`config.mk`:
```
export PLATFORM = sky130hd
export DESIGN_NAME = gcb_locate
export DESIGN_NICKNAME = d
export VERILOG_FILES = /design/src/rtl/assert_macros.svh /design/src/rtl/gcb_pkg.sv /design/src/rtl/gcb_locate.sv
export SDC_FILE = /design/constraint.sdc
export NUM_CORES = 1
export LEC_CHECK = 0
export BUFFER_PORTS_ARGS = -buffer_cell sky130_fd_sc_hd__buf_2
export CORE_MARGIN = 3
export CORE_UTILIZATION = 40
export CTS_CLUSTER_SIZE = 40
export DETAILED_ROUTE_END_ITERATION = 8
export GPL_ROUTABILITY_DRIVEN = 0
export PLACE_DENSITY = 0.69
export REMOVE_ABC_BUFFERS = 1
export SYNTH_ARGS = -nofsm -noshare
export SYNTH_HDL_FRONTEND = slang
export SYNTH_SLANG_ARGS = --single-unit
```
`constraint.sdc`:
```
create_clock -name clk -period 7.7 [get_ports clk]
set_input_delay 0.77 -clock clk [delete_from_list [all_inputs] [get_ports clk]]
set_output_delay 0.77 -clock clk [all_outputs]
set_load 0.005 [all_outputs]
```
`src/rtl/assert_macros.svh`:
```
// Assertion macros shared by the RTL. Each use states one property on clk, held off in reset.
`ifndef ASSERT_MACROS_SVH
`define ASSERT_MACROS_SVH

// The consequent must hold in the same cycle as the antecedent.
`define ASSERT_SAME(label, ante, cons, msg) \
  label: assert property (@(posedge clk) disable iff (rst) (ante) |-> (cons)) else $error(msg);

// The consequent must hold in the cycle after the antecedent.
`define ASSERT_NEXT(label, ante, cons, msg) \
  label: assert property (@(posedge clk) disable iff (rst) (ante) |=> (cons)) else $error(msg);

`endif

```
`src/rtl/gcb_pkg.sv`:
```
package gcb_pkg;

  typedef enum logic [1:0] {
    KIND_CLEAR = 2'd0,
    KIND_COUNT = 2'd1,
    KIND_PLACE = 2'd2,
    KIND_READ  = 2'd3
  } kind_t;

  typedef enum logic [1:0] {
    ST_INIT,
    ST_RUN,
    ST_SWEEP,
    ST_DONE
  } state_t;

  typedef struct packed {
    kind_t       kind;
    logic [16:0] coord_x;
    logic [16:0] coord_y;
    logic [16:0] coord_z;
    logic [11:0] cell_select;
  } req_t;

  typedef struct packed {
    logic [11:0] cell_id;
    logic [19:0] slot;
    logic [20:0] cell_count;
    logic        saturated;
  } rsp_t;

  typedef struct packed {
    logic adv;
    logic sweep;
  } ctl_t;

  typedef struct packed {
    logic        valid;
    kind_t       kind;
    logic [11:0] id;
    logic        sel_ok;
  } loc_t;

  typedef struct packed {
    logic valid;
    logic clear;
  } stat_t;

  localparam logic [3:0]  REG_CELLS_PER_DIM = 4'd0;
  localparam logic [3:0]  REG_EPSILON       = 4'd1;
  localparam logic [4:0]  CELLS_PER_DIM_RST = 5'd4;
  localparam logic [7:0]  EPSILON_RST       = 8'd1;
  localparam logic [16:0] ONE_FIXED         = 17'h10000;
  localparam int          FRAC_BITS         = 16;

endpackage

```
`src/rtl/gcb_locate.sv`:
```
module gcb_locate import gcb_pkg::*; #(
  parameter int AX_W   = 4,
  parameter int PW     = 5,
  parameter int PSQ_W  = 10,
  parameter int ADDR_W = 12,
  parameter int DEPTH  = 4096
) (
  input  logic              clk,
  input  logic              rst,
  input  ctl_t              ctl,
  input  logic              take,
  input  req_t              req,
  input  logic [PW-1:0]     p_eff,
  input  logic [PSQ_W-1:0]  p_sq,
  input  logic [7:0]        epsilon,
  output loc_t              loc,
  output logic [ADDR_W-1:0] addr
);

  localparam int PROD_W = 17 + PW + 1;
  localparam int T_W    = PROD_W - FRAC_BITS;

  logic              b_valid;
  kind_t             b_kind;
  logic [AX_W-1:0]   b_x;
  logic [AX_W-1:0]   b_y;
  logic [AX_W-1:0]   b_z;
  logic [11:0]       b_sel;
  logic [ADDR_W-1:0] pt_addr;

  function automatic logic [AX_W-1:0] axis_cell(input logic [16:0] coord,
                                                input logic [PW-1:0] p,
                                                input logic [7:0]    eps);
    logic [16:0]       c;
    logic [PROD_W-1:0] prod;
    logic [T_W-1:0]    t;
    c    = (coord > ONE_FIXED) ? ONE_FIXED : coord;
    c    = c + 17'(eps);
    prod = PROD_W'(c) * PROD_W'(p) + PROD_W'(eps);
    t    = prod[PROD_W-1:FRAC_BITS];
    if (t >= T_W'(p)) begin
      t = T_W'(p) - T_W'(1);
    end
    return AX_W'(t);
  endfunction

  always_ff @(posedge clk) begin
    if (rst) begin
      b_valid <= 1'b0;
    end else if (ctl.adv) begin
      b_valid <= take;
    end
  end

  always_ff @(posedge clk) begin
    if (ctl.adv && take) begin
      b_kind <= req.kind;
      b_x    <= axis_cell(req.coord_x, p_eff, epsilon);
      b_y    <= axis_cell(req.coord_y, p_eff, epsilon);
      b_z    <= axis_cell(req.coord_z, p_eff, epsilon);
      b_sel  <= req.cell_select;
    end
  end

  assign pt_addr = ADDR_W'(ADDR_W'(b_z) * ADDR_W'(p_sq) + ADDR_W'(b_y) * ADDR_W'(p_eff)
                   + ADDR_W'(b_x));

  always_comb begin
    loc.valid  = b_valid;
    loc.kind   = b_kind;
    loc.sel_ok = (32'(b_sel) < DEPTH);
    if (b_kind == KIND_READ) begin
      addr   = ADDR_W'(b_sel);
      loc.id = b_sel;
    end else begin
      addr   = pt_addr;
      loc.id = 12'(pt_addr);
    end
  end

endmodule

```
==> impl_metrics.toml <==
[outcome]
status = "finished, violations left"
violations = "setup timing"

[worst_setup_path]
crit_fanout = 4
worstSetupPathType = "input pin to flop"
cp_data_required_time_ns = 7.72
cp-start-kind = "input pin"
critical_path_arrival_ns = 8.04
reg2reg_from = "b_valid"
reg2reg_slack_ns = 7.09
timing.rr.end = "b_valid"
cpMostUsedCell = "a21o_1"
max_stage_delay_ns = 0.55
crit_slowest_cell = "or4_4"
endpoint_kind = "flop"
ff2ff_path_depth = 2

[logic_synthesis]
synth.mux.area_fraction = 0.0103
syn_avg_cell_area_um2 = 8.70
seq_area_frac_synth = 0.0632
yosys-top-cells-area = "fa_1 31%, ha_1 19%, and2_1 7.6%, inv_1 7.1%, edfxtp_1 6.2%"
synth.largest_area_cell = "fa_1"
synth_xor_area_frac = 0.0408
synth_edf_count = 26
synth_compound_area_frac = 0.0899
yosys_most_used_dff = "edfxtp_1"
synth_top_family_by_area = "adder cells"
synth.top_cell.area_share = 0.311
synthCells = 1457
synth-simple-area-share = 0.209
synth-async-reset-ratio = 0
synthAdderAreaFrac = 0.500
yosysWarningCount = 0
synth_cell_types = 56
syn-cell-area_mm2 = 0.0127
ys_ff_latch = 27

[clock_tree]
postCtsHoldBufs = 0
htree_num_levels = 1
path_clk_slew_ns = 0.08
root_buffer = "clkbuf_16"
numCtsBuffers = 3
clock_sinks = 27
clk_path_buf_depth = 2
clock_latency_ns = 0.27
cts_tree = "built"

[sta]
setup_violations = 8
grt_setup_unrepaired = "true"
post-route-min-period_ns = 8.03
slew_violations = 0
final.setup.worst_slack_ns = -0.327
hold_viol = 0
slew_headroom = 0.150
post-route-period-util = 1.04
clock.fmax_ghz = 0.125
final.setup_skew_ns = 0
tightest_slew_ns = 1.27

[layout]
final_cell_count_no_fill = 2152
fin_nets = 2238
final_common_cell = "inv_1"
drive_gt1_frac = 0.274
antenna_cells = 0
area_growth_pct = 27.8
layout_common_cells = "234 x inv_1, 209 x buf_4, 193 x fa_1, 178 x ha_1, 148 x and2_1"
fillCellCount = 2769
fin_area_mm2 = 0.0162

[min_path]
holdPathStages = 2
hold_class = "flop to flop"
hold_path_end = "b_valid"
worstHoldStart = "b_valid"

[floorplan]
pin_count = 121
die_h_um = 184
initial_utilization = 0.410
chipWidth_um = 184
die-area_mm2 = 0.0338
rows = 64
core_mm2 = 0.0309

[routing]
drt-total-wl_um = 33100
vias_per_cell = 5.09
drcViolationCount = 0
drt_iter0_drc = 464
wl_met1_um = 14600
vias = 10900
dr.pass1.iters = 5
wire_per_inst_um = 15.4
routed.top_layer = "met4"
wl_met2_um = 16600
route.met3.wl_um = 1090
drtAntennaViolNets = 0

[global_routing]
grt_use_total = 0.197
grt_max_degree = 31
first_global_vias = 11900
gr-total-overflow = 0
grt_antenna_before_repair = 0
grt_pass1_wl_um = 55900

[placement]
port-buffer-count = 118
pre_cts_ws_ns = -0.985
placed_area_mm2 = 0.0149
dp_hpwl_um = 27000
dp_cells = 2113

[pwr]
max-vdd-ir-drop_uv = 209
power_density_mw_per_mm2 = 218
power.leakage_nw = 8.23

[flow_run]
maxCapViolCount = 0
==> layout make-up <==
cell class | count | area (µm²) | share of cell area
Multi-Input combinational cell | 1151 | 11700 | 0.720
Timing Repair Buffer | 332 | 2250 | 0.139
Inverter | 242 | 908 | 0.0561
Sequential cell | 27 | 801 | 0.0495
Tap cell | 396 | 495 | 0.0306
Clock buffer | 3 | 75.1 | 0.00464
Clock inverter | 1 | 7.51 | 0.000464
==> worst max path at each step <==
stage,startpoint,to,slack (ns),cells past startpoint
after floorplan,req[20],b_z[2],-0.79,29
after global routing,req[27],b_z[3],-0.67,32
after detailed placement,req[20],b_z[3],-0.99,30
after CTS,req[18],b_z[3],-0.17,32
final,req[27],b_z[3],-0.33,32
after global placement,req[37],b_y[2],-0.82,34
==> flip-flops by register name (all words and copies together) (netlist names) <==
register  flops
b_x           4
b_y           4
b_sel        12
b_valid       1
b_z           4
b_kind        2
==> report_power, final <==
part | leakage, nW | internal [W] | switching, W
logic | 7.94 | 0.00154 | 0.00166
registers | 0.250 | 0.000188 | 0.0000171
clock network | 0.0371 | 0.0000708 | 0.0000543
total | 8.23 | 0.00180 | 0.00173
==> critical path: cells and delay by family <==
| family | cells | cell delay, ns |
|---|---|---|
| AO/OA/AOI/OAI | 15 | 3.28 |
| adder cells (fa/ha/maj) | 6 | 2.07 |
| AND/OR/NAND/NOR | 3 | 0.87 |
| buffers and inverters | 5 | 0.41 |
| XOR/XNOR | 2 | 0.33 |
| multiplexers | 1 | 0.32 |
==> synth_stat cells (all sizes together), types with 2 or more instances <==
cell type  count
ha           191
o41ai          2
nand3         16
a2111oi        4
or4           10
or3            5
nand4         15
clkinv         2
o31ai          3
and4           5
nor4           9
mux2           8
mux2i          4
clkbuf        23
a221oi         2
a31oi          6
and3           9
o21a           7
o2111ai        2
a21boi         3
xnor2         32
fa           197
a21oi         45
inv          240
o211ai         4
nand2b        14
nor3           9
o21bai         7
buf           14
nor2b         22
a211oi        14
o21ai         44
edfxtp        26
or2            7
and2         154
nand2         93
xor2          27
a21o          20
nor2         149
==> routing by layer <==
metal | GRT usage | vias to the layer above
met1 | 0.259 | 5375
met4 | 0.0423 | 0
met5 | 0 | -
met2 | 0.360 | 228
li1 | - | 5282
met3 | 0.0103 | 60
==> cell families after synthesis <==
kind of cell	count (synthesis)
AO/OA/AOI/OAI	171
XOR/XNOR	59
adder cells (fa/ha/maj)	388
buffers and inverters	279
flip-flops	27
multiplexers	12
other	1
AND/OR/NAND/NOR	520
==> what timing repair did <==
item | in CTS | in global routing
pin swaps | 90 | 74
buffers inserted | 34 | 5
endpoints found under the setup margin | 11 | 12
gates resized for setup | 116 | 69
hold endpoints to repair | 0 | 0
==> stage by stage <==
step	utilization	setup TNS [ns]	hold WS, ns	total power (W)
5_1_grt	0.524	-5.05	0.533	0.00400
4_1_cts	0.511	-0.446	0.515	0.00343
3_3_place_gp	0.482	-6.83	0.464	0.00299
2_1_floorplan	-	-4.56	0.480	0.00211
6_report	0.524	-1.26	0.520	0.00353
3_5_place_dp	0.482	-8.57	0.496	0.00307
Power figures use the tool's default switching activity.
